$ cat src/hdl/mgod_pkg.sv
`default_nettype none

package mgod_pkg;

  // Orientation codes carried in the result.
  localparam logic [2:0] ORIENT_NONE   = 3'd0;
  localparam logic [2:0] ORIENT_LEFT   = 3'd1;
  localparam logic [2:0] ORIENT_RIGHT  = 3'd2;
  localparam logic [2:0] ORIENT_TOP    = 3'd3;
  localparam logic [2:0] ORIENT_BOTTOM = 3'd4;
  localparam logic [2:0] ORIENT_FRONT  = 3'd5;
  localparam logic [2:0] ORIENT_BACK   = 3'd6;

  // Configuration register indexes.
  localparam logic [1:0] CFG_MOTION_TOL = 2'd0;
  localparam logic [1:0] CFG_X_TOL      = 2'd1;
  localparam logic [1:0] CFG_Y_TOL      = 2'd2;
  localparam logic [1:0] CFG_Z_TOL      = 2'd3;

  // Reset values of the tolerances.
  localparam logic [15:0] MOTION_TOL_RESET = 16'd1638;
  localparam logic [15:0] X_TOL_RESET      = 16'd1229;
  localparam logic [15:0] Y_TOL_RESET      = 16'd614;
  localparam logic [15:0] Z_TOL_RESET      = 16'd819;

  // Number of entries in the queue between front and back.
  localparam int QUEUE_DEPTH = 2;

  // Work handed from the front to the back.
  typedef struct packed {
    logic [31:0] sum_sq;
    logic [2:0]  tilt_class;
  } entry_t;

endpackage

`default_nettype wire

$ cat src/hdl/mgod_queue.sv
`default_nettype none

module mgod_queue (
  input  wire                  clk,
  input  wire                  rst,
  input  wire                  push,
  input  wire mgod_pkg::entry_t push_data,
  output logic                 full,
  input  wire                  pop,
  output mgod_pkg::entry_t     pop_data,
  output logic                 empty
);

  localparam int PtrW = $clog2(mgod_pkg::QUEUE_DEPTH);
  localparam int CntW = $clog2(mgod_pkg::QUEUE_DEPTH + 1);

  mgod_pkg::entry_t entries [mgod_pkg::QUEUE_DEPTH];
  logic [PtrW-1:0] wr_ptr;
  logic [PtrW-1:0] rd_ptr;
  logic [CntW-1:0] count;
  logic            do_push;
  logic            do_pop;

  assign full     = (count == CntW'(mgod_pkg::QUEUE_DEPTH));
  assign empty    = (count == '0);
  assign do_push  = push && !full;
  assign do_pop   = pop && !empty;
  assign pop_data = entries[rd_ptr];

  always_ff @(posedge clk) begin
    if (do_push) begin
      entries[wr_ptr] <= push_data;
    end
  end

  always_ff @(posedge clk) begin
    if (rst) begin
      wr_ptr <= '0;
      rd_ptr <= '0;
      count  <= '0;
    end else begin
      if (do_push) begin
        wr_ptr <= (wr_ptr == PtrW'(mgod_pkg::QUEUE_DEPTH - 1)) ? '0 : wr_ptr + 1'b1;
      end
      if (do_pop) begin
        rd_ptr <= (rd_ptr == PtrW'(mgod_pkg::QUEUE_DEPTH - 1)) ? '0 : rd_ptr + 1'b1;
      end
      if (do_push && !do_pop) begin
        count <= count + 1'b1;
      end else if (do_pop && !do_push) begin
        count <= count - 1'b1;
      end
    end
  end

endmodule

`default_nettype wire

$ cat src/hdl/mgod_front.sv
`default_nettype none

module mgod_front #(
  parameter int FRAC_BITS = 12
) (
  input  wire                     clk,
  input  wire                     rst,
  input  wire                     in_valid,
  output logic                    in_ready,
  input  wire signed [15:0]       accel_x,
  input  wire signed [15:0]       accel_y,
  input  wire signed [15:0]       accel_z,
  input  wire signed [15:0]       tilt_x,
  input  wire signed [15:0]       tilt_y,
  input  wire signed [15:0]       tilt_z,
  input  wire [15:0]              x_tolerance,
  input  wire [15:0]              y_tolerance,
  input  wire [15:0]              z_tolerance,
  output logic                    push,
  output mgod_pkg::entry_t        push_data,
  input  wire                     full
);

  localparam logic signed [17:0] ONE = 18'(1 << FRAC_BITS);

  // True when v lies within tol of target, both ends included.
  function automatic logic near(input logic signed [15:0] v,
                                input logic signed [17:0] target,
                                input logic [15:0] tol);
    logic signed [17:0] d;
    logic signed [17:0] nd;
    logic [16:0]        gap;
    d   = $signed({{2{v[15]}}, v}) - target;
    nd  = -d;
    gap = d[17] ? nd[16:0] : d[16:0];
    return gap <= {1'b0, tol};
  endfunction

  function automatic logic [15:0] abs16(input logic signed [15:0] v);
    logic signed [15:0] nv;
    nv = -v;
    return v[15] ? nv : v;
  endfunction

  logic        busy;
  logic [2:0]  step;
  logic [15:0] operand [3];
  logic [31:0] prod;
  logic [31:0] acc;
  logic [2:0]  tilt_class;
  logic [2:0]  class_next;
  logic        accept;
  logic        pending;

  assign in_ready = !busy;
  assign accept   = in_valid && in_ready;
  assign pending  = busy && (step == 3'd4);
  assign push     = pending;

  assign push_data.sum_sq     = acc;
  assign push_data.tilt_class = tilt_class;

  always_comb begin
    if (near(tilt_x, -ONE, x_tolerance)) begin
      class_next = mgod_pkg::ORIENT_LEFT;
    end else if (near(tilt_x, ONE, x_tolerance)) begin
      class_next = mgod_pkg::ORIENT_RIGHT;
    end else if (near(tilt_y, ONE, y_tolerance)) begin
      class_next = mgod_pkg::ORIENT_TOP;
    end else if (near(tilt_y, -ONE, y_tolerance)) begin
      class_next = mgod_pkg::ORIENT_BOTTOM;
    end else if (near(tilt_z, -ONE, z_tolerance)) begin
      class_next = mgod_pkg::ORIENT_FRONT;
    end else if (near(tilt_z, ONE, z_tolerance)) begin
      class_next = mgod_pkg::ORIENT_BACK;
    end else begin
      class_next = mgod_pkg::ORIENT_NONE;
    end
  end

  // Payload: one square per cycle, added in the cycle after it is formed.
  always_ff @(posedge clk) begin
    if (accept) begin
      operand[0] <= abs16(accel_x);
      operand[1] <= abs16(accel_y);
      operand[2] <= abs16(accel_z);
      tilt_class <= class_next;
      acc        <= '0;
    end else if (busy) begin
      if (step < 3'd3) begin
        prod <= operand[step[1:0]] * operand[step[1:0]];
      end
      if (step != 3'd0 && step < 3'd4) begin
        acc <= acc + prod;
      end
    end
  end

  always_ff @(posedge clk) begin
    if (rst) begin
      busy <= 1'b0;
      step <= '0;
    end else if (accept) begin
      busy <= 1'b1;
      step <= '0;
    end else if (busy) begin
      if (step < 3'd4) begin
        step <= step + 1'b1;
      end else if (!full) begin
        busy <= 1'b0;
      end
    end
  end

endmodule

`default_nettype wire

$ cat src/hdl/mgod_back.sv
`default_nettype none

module mgod_back (
  input  wire                  clk,
  input  wire                  rst,
  input  wire                  empty,
  input  wire mgod_pkg::entry_t pop_data,
  output logic                 pop,
  input  wire [15:0]           motion_tolerance,
  output logic                 out_valid,
  input  wire                  out_ready,
  output logic                 moved,
  output logic [2:0]           orientation,
  output logic [15:0]          magnitude
);

  localparam logic [1:0] ST_IDLE = 2'd0;
  localparam logic [1:0] ST_ROOT = 2'd1;
  localparam logic [1:0] ST_DONE = 2'd2;

  logic [1:0]  state;
  logic [31:0] radicand;
  logic [16:0] rem;
  logic [15:0] root;
  logic [3:0]  count;
  logic [2:0]  tilt_class;
  logic [15:0] previous_magnitude;

  logic [18:0] rem_shift;
  logic [17:0] trial;
  logic        take;
  logic [18:0] rem_sub;
  logic [16:0] mag_diff;
  logic [16:0] mag_diff_neg;
  logic [15:0] mag_change;
  logic        moved_next;
  logic        load_out;

  // One result bit per cycle: bring down two radicand bits, try 4r+1.
  assign rem_shift = {rem, radicand[31:30]};
  assign trial     = {root, 2'b01};
  assign take      = rem_shift >= {1'b0, trial};
  assign rem_sub   = rem_shift - {1'b0, trial};

  assign mag_diff     = {1'b0, root} - {1'b0, previous_magnitude};
  assign mag_diff_neg = -mag_diff;
  assign mag_change   = mag_diff[16] ? mag_diff_neg[15:0] : mag_diff[15:0];
  assign moved_next   = mag_change > motion_tolerance;

  assign pop      = (state == ST_IDLE) && !empty;
  assign load_out = (state == ST_DONE) && (!out_valid || out_ready);

  always_ff @(posedge clk) begin
    if (pop) begin
      radicand   <= pop_data.sum_sq;
      tilt_class <= pop_data.tilt_class;
      rem        <= '0;
      root       <= '0;
    end else if (state == ST_ROOT) begin
      rem      <= take ? rem_sub[16:0] : rem_shift[16:0];
      root     <= {root[14:0], take};
      radicand <= {radicand[29:0], 2'b00};
    end
    if (load_out) begin
      moved       <= moved_next;
      orientation <= moved_next ? tilt_class : mgod_pkg::ORIENT_NONE;
      magnitude   <= root;
    end
  end

  always_ff @(posedge clk) begin
    if (rst) begin
      state              <= ST_IDLE;
      count              <= '0;
      out_valid          <= 1'b0;
      previous_magnitude <= '0;
    end else begin
      if (load_out) begin
        out_valid <= 1'b1;
      end else if (out_valid && out_ready) begin
        out_valid <= 1'b0;
      end
      unique case (state)
        ST_IDLE: begin
          if (pop) begin
            state <= ST_ROOT;
            count <= '0;
          end
        end
        ST_ROOT: begin
          count <= count + 1'b1;
          if (count == 4'd15) begin
            state <= ST_DONE;
          end
        end
        ST_DONE: begin
          if (load_out) begin
            previous_magnitude <= root;
            state              <= ST_IDLE;
          end
        end
        default: begin
          state <= ST_IDLE;
        end
      endcase
    end
  end

endmodule

`default_nettype wire

$ cat src/hdl/motion_gated_orientation_detector_core.sv
// Motion-gated orientation detector. Each input request carries a three-axis
// acceleration and a three-axis tilt vector in signed fixed point with
// FRAC_BITS fraction bits; each produces exactly one result with the truncated
// square root of the summed squared acceleration, a moved flag (magnitude
// changed from the previous sample by more than motion_tolerance) and, when
// moved, the tilt orientation (0 none, 1 left, 2 right, 3 top, 4 bottom,
// 5 front, 6 back, first inclusive window match wins). The front end takes a
// new request only once it has pushed the previous sum, squaring one axis per
// cycle on a single multiplier, and hands the sum through a two-entry queue
// (stalling while it is full) to the back end, whose bit-serial square root
// produces the result one bit at a time before it is delivered.
// The output register lets the next result be computed while one waits.
// Tolerance registers may be written only while the block is idle.
`default_nettype none

module motion_gated_orientation_detector_core #(
  parameter int FRAC_BITS = 12
) (
  input  wire         clk,
  input  wire         rst,
  // s_tdata, lowest bit up: accel_x, accel_y, accel_z, tilt_x, tilt_y, tilt_z
  input  wire         s_tvalid,
  output logic        s_tready,
  input  wire [95:0]  s_tdata,
  // m_tdata, lowest bit up: moved, orientation[2:0], magnitude[15:0], 4 zero bits
  output logic        m_tvalid,
  input  wire         m_tready,
  output logic [23:0] m_tdata,
  input  wire         cfg_valid,
  output logic        cfg_ready,
  input  wire [1:0]   cfg_index,
  input  wire [15:0]  cfg_data
);

  logic [15:0] motion_tolerance;
  logic [15:0] x_tolerance;
  logic [15:0] y_tolerance;
  logic [15:0] z_tolerance;

  logic             push;
  mgod_pkg::entry_t push_data;
  logic             full;
  logic             pop;
  mgod_pkg::entry_t pop_data;
  logic             empty;

  logic        moved;
  logic [2:0]  orientation;
  logic [15:0] magnitude;

  assign cfg_ready = 1'b1;

  always_ff @(posedge clk) begin
    if (rst) begin
      motion_tolerance <= mgod_pkg::MOTION_TOL_RESET;
      x_tolerance      <= mgod_pkg::X_TOL_RESET;
      y_tolerance      <= mgod_pkg::Y_TOL_RESET;
      z_tolerance      <= mgod_pkg::Z_TOL_RESET;
    end else if (cfg_valid && cfg_ready) begin
      unique case (cfg_index)
        mgod_pkg::CFG_MOTION_TOL: motion_tolerance <= cfg_data;
        mgod_pkg::CFG_X_TOL:      x_tolerance      <= cfg_data;
        mgod_pkg::CFG_Y_TOL:      y_tolerance      <= cfg_data;
        mgod_pkg::CFG_Z_TOL:      z_tolerance      <= cfg_data;
        default: begin
        end
      endcase
    end
  end

  mgod_front #(
    .FRAC_BITS(FRAC_BITS)
  ) u_front (
    .clk        (clk),
    .rst        (rst),
    .in_valid   (s_tvalid),
    .in_ready   (s_tready),
    .accel_x    ($signed(s_tdata[15:0])),
    .accel_y    ($signed(s_tdata[31:16])),
    .accel_z    ($signed(s_tdata[47:32])),
    .tilt_x     ($signed(s_tdata[63:48])),
    .tilt_y     ($signed(s_tdata[79:64])),
    .tilt_z     ($signed(s_tdata[95:80])),
    .x_tolerance(x_tolerance),
    .y_tolerance(y_tolerance),
    .z_tolerance(z_tolerance),
    .push       (push),
    .push_data  (push_data),
    .full       (full)
  );

  mgod_queue u_queue (
    .clk      (clk),
    .rst      (rst),
    .push     (push),
    .push_data(push_data),
    .full     (full),
    .pop      (pop),
    .pop_data (pop_data),
    .empty    (empty)
  );

  mgod_back u_back (
    .clk             (clk),
    .rst             (rst),
    .empty           (empty),
    .pop_data        (pop_data),
    .pop             (pop),
    .motion_tolerance(motion_tolerance),
    .out_valid       (m_tvalid),
    .out_ready       (m_tready),
    .moved           (moved),
    .orientation     (orientation),
    .magnitude       (magnitude)
  );

  assign m_tdata = {4'b0000, magnitude, orientation, moved};

endmodule

`default_nettype wire

$ cat config.mk
export PLATFORM = sky130hd
export DESIGN_NAME = motion_gated_orientation_detector_core
export DESIGN_NICKNAME = d
export VERILOG_FILES = /design/src/hdl/mgod_pkg.sv /design/src/hdl/mgod_queue.sv /design/src/hdl/mgod_front.sv /design/src/hdl/mgod_back.sv /design/src/hdl/motion_gated_orientation_detector_core.sv
export SDC_FILE = /design/constraint.sdc
export NUM_CORES = 1
export LEC_CHECK = 0
export BUFFER_PORTS_ARGS = -buffer_cell sky130_fd_sc_hd__buf_2
export CAP_MARGIN = 20
export CORE_MARGIN = 1
export CORE_UTILIZATION = 35
export CTS_CLUSTER_DIAMETER = 100
export CTS_CLUSTER_SIZE = 28
export DETAILED_ROUTE_END_ITERATION = 10
export SLEW_MARGIN = 30
export SYNTH_ARGS = -nofsm -noshare
export SYNTH_HDL_FRONTEND = slang
export SYNTH_SLANG_ARGS = --single-unit
$ cat constraint.sdc
create_clock -name clk -period 8.1 [get_ports clk]
set_clock_uncertainty 0.2 [all_clocks]
set_input_delay 1.62 -clock clk [delete_from_list [all_inputs] [get_ports clk]]
set_output_delay 1.62 -clock clk [all_outputs]
set_load 0.02 [all_outputs]
==> impl_metrics.tcl <==
set metrics [dict create \
    yosysSeqAreaShare 0.325 \
    clk_latency_ns 0.57 \
    fin_cells 4364 \
    ctsLongestPathBuffers 3 \
    gp_congestion 0.874 \
    ys.flop_type "edfxtp_1" \
    die_area_um2 84400 \
    synth-edff-count 207 \
    cts_root_buffer "clkbuf_16" \
    hold_path.class "flop to flop" \
    coreArea_um2 82200 \
    drv_slew 0 \
    dpl_cell_area_um2 31000 \
    worst_pin_slew_ns 0.904 \
    drive_gt1_frac 0.0759 \
    reg2regPathDepth 24 \
    end_kind "flop" \
    synth.cell_area_um2 29200 \
    ys_warn_count 0 \
    cp.required_ns 8.22 \
    final_area_um2 31800 \
    worst_ep_arrival_time_ns 7.80 \
    clock_sinks 370 \
    cts_tree "built" \
    synth.distinct_cells 85 \
    postLayoutCoreUtil 0.387 \
    wl_met2_um 29600 \
    placed_cells 4322 \
    maxCapViolations 0 \
    synth-seq-cells 370 \
    crit_path_end "u_front.prod[30]$_DFFE_PP_" \
    die_w_um 291 \
    met3_length_um 2040 \
    crit_fanout 9 \
    critPathLaunchType "flop" \
    port_buffers 140 \
    viasPerCell 4.92 \
    synth.avg_cell_area_um2 9.15 \
    finalSetupViolCount 0 \
    ant_nets 0 \
    crit-reg2reg-capture "u_front.prod[30]$_DFFE_PP_" \
    grt-ovfl-total 0 \
    vias 21500 \
    ios 146 \
    place_ws_ns 0.163 \
    drc 0 \
    timing.fmax_mhz 130 \
    wirelength_um 64000 \
    min_period_ns 7.69 \
    slew_headroom 0.393 \
    worst-setup-path-type "flop to flop" \
    clk_pin_slew_ns 0.11 \
    area_growth_pct 9.11 \
    timing.final.crit_share 0.949 \
    fp.dieH_um 291 \
    wire_per_inst_um 14.7 \
    grt_antenna_before_repair 0 \
    outcome "completed" \
    cts_buffers 21 \
    fin_ws_ns 0.414 \
    final_cell_mix "424 x nand2_1, 403 x inv_1, 292 x ha_1" \
    report.final.hold_viol_count 0 \
    synthCells 3187 \
    start_util 0.354 \
    post-dp-hpwl_um 51000 \
    rows 105 \
    first_iter_violations 1020 \
    async_reset_ff_frac 0 \
    grt_pass1_wl_um 107000 \
    wl_met1_um 31100 \
    first_pass_iters 6 \
    globalRouteTotalUtil 0.152 \
    cts-htree-levels 1 \
    final_common_cell "nand2_1" \
    grt_pass1_vias 21500 \
    nNetsFinal 3855 \
    highest_layer "met4" \
    cts_hold_buf 0 \
    grt_max_degree 88 \
    r2r_slack_ns 0.41 \
]
-- state kept, by name, summed over array words and instances, names as in the netlist, 17 cells and up, named ones only --
register / count
u_queue.entries: 70
u_front.operand: 48
u_back.radicand: 32
u_front.acc: 32
u_front.prod: 31
u_back.rem: 17
-- layout make-up --
type	count	area (um^2)
Antenna cell	1	2.50
Clock buffer	25	541
Sequential cell	370	9480
Clock inverter	13	175
Inverter	413	1560
Tap cell	1070	1340
Multi-Input combinational cell	2306	17800
Timing Repair Buffer	166	936
Fill cell	8303	50400
-- through the flow --
stage,hold slack (ns),setup TNS [ns]
final,0.250,0
after global placement,0.226,0
after detailed placement,0.232,0
after global routing,0.280,-0.00178
after CTS,0.258,0
after floorplan,0.221,0
-- kinds of logic (layout without fill, tap and decap cells) --
kind of cell               Yosys count  in the layout  share of synthesized area
and+or+nand+nor                    942            942                      0.145
AOI/OAI and AO/OA                  614            614                      0.134
buffers and inverters              514            617                     0.0672
adders and majority gates          458            458                      0.239
DFF                                370            370                      0.325
xor gates and xnor gates           220            220                     0.0661
muxes                               67             67                     0.0232
other                                2              6                   0.000258
-- worst min path at each step --
stage / from / endpoint / slack [ns] / cells after the start
6_report: u_front.tilt_class[2]$_SDFFCE_PP0P_ / u_queue.entries[0][2]$_DFFE_PP_ / 0.25 / 0
5_1_grt: u_back.previous_magnitude[8]$_SDFFE_PP0P_ / u_back.previous_magnitude[8]$_SDFFE_PP0P_ / 0.28 / 2
4_1_cts: u_front.tilt_class[1]$_SDFFCE_PP0P_ / u_queue.entries[1][1]$_DFFE_PP_ / 0.26 / 0
3_5_place_dp: u_front.tilt_class[1]$_SDFFCE_PP0P_ / u_queue.entries[1][1]$_DFFE_PP_ / 0.23 / 0
3_3_place_gp: u_front.tilt_class[2]$_SDFFCE_PP0P_ / u_queue.entries[0][2]$_DFFE_PP_ / 0.23 / 0
2_1_floorplan: u_front.tilt_class[0]$_SDFFCE_PP1P_ / u_queue.entries[0][0]$_DFFE_PP_ / 0.22 / 0
-- routing by layer --
metal / vias up / global-route usage
met3: 74 / 0.0161
met1: 10100 / 0.208
met2: 354 / 0.258
li1: 10900 / -
met5: - / 0
met4: 0 / 0.0324
-- worst max-delay path: stages, from the launching register on --
cell and delay, ns:
dfxtp_1 0.49, buf_4 0.26, mux2i_1 0.09, o21ai_1 0.71, clkinvlp_4 0.35, buf_4 0.25, fa_1 0.54, inv_1 0.05
fa_1 0.47, inv_1 0.05, fa_1 0.53, inv_1 0.05, fa_1 0.45, fa_1 0.48, ha_1 0.31, ha_1 0.38
a21o_1 0.19, a21o_1 0.16, a21o_1 0.19, a21o_1 0.19, a2111oi_0 0.50, o21a_1 0.21, o41ai_1 0.08, a21oi_1 0.17
xnor2_1 0.08
-- cells in the mapped netlist, types with 51 or more instances --
cell | count | area [um^2]
nand2_1 | 424 | 1590
inv_1 | 403 | 1510
ha_1 | 292 | 3650
nor2_1 | 230 | 863
edfxtp_1 | 207 | 6220
a21oi_1 | 201 | 1010
fa_1 | 166 | 3320
dfxtp_1 | 163 | 3260
xnor2_1 | 153 | 1340
o21ai_0 | 133 | 666
clkbuf_1 | 85 | 319
xor2_1 | 67 | 587
a21o_1 | 63 | 473
mux2i_1 | 63 | 631
nand3_1 | 51 | 255
-- repair_timing --
item,4_1_cts,5_1_grt
gates resized for setup,0,1
setup endpoints to repair,0,8
buffers inserted,0,2
Power is left out: the tool's default activity adds up to more than one toggle a clock period on the data nets, which glitch-free logic cannot reach.
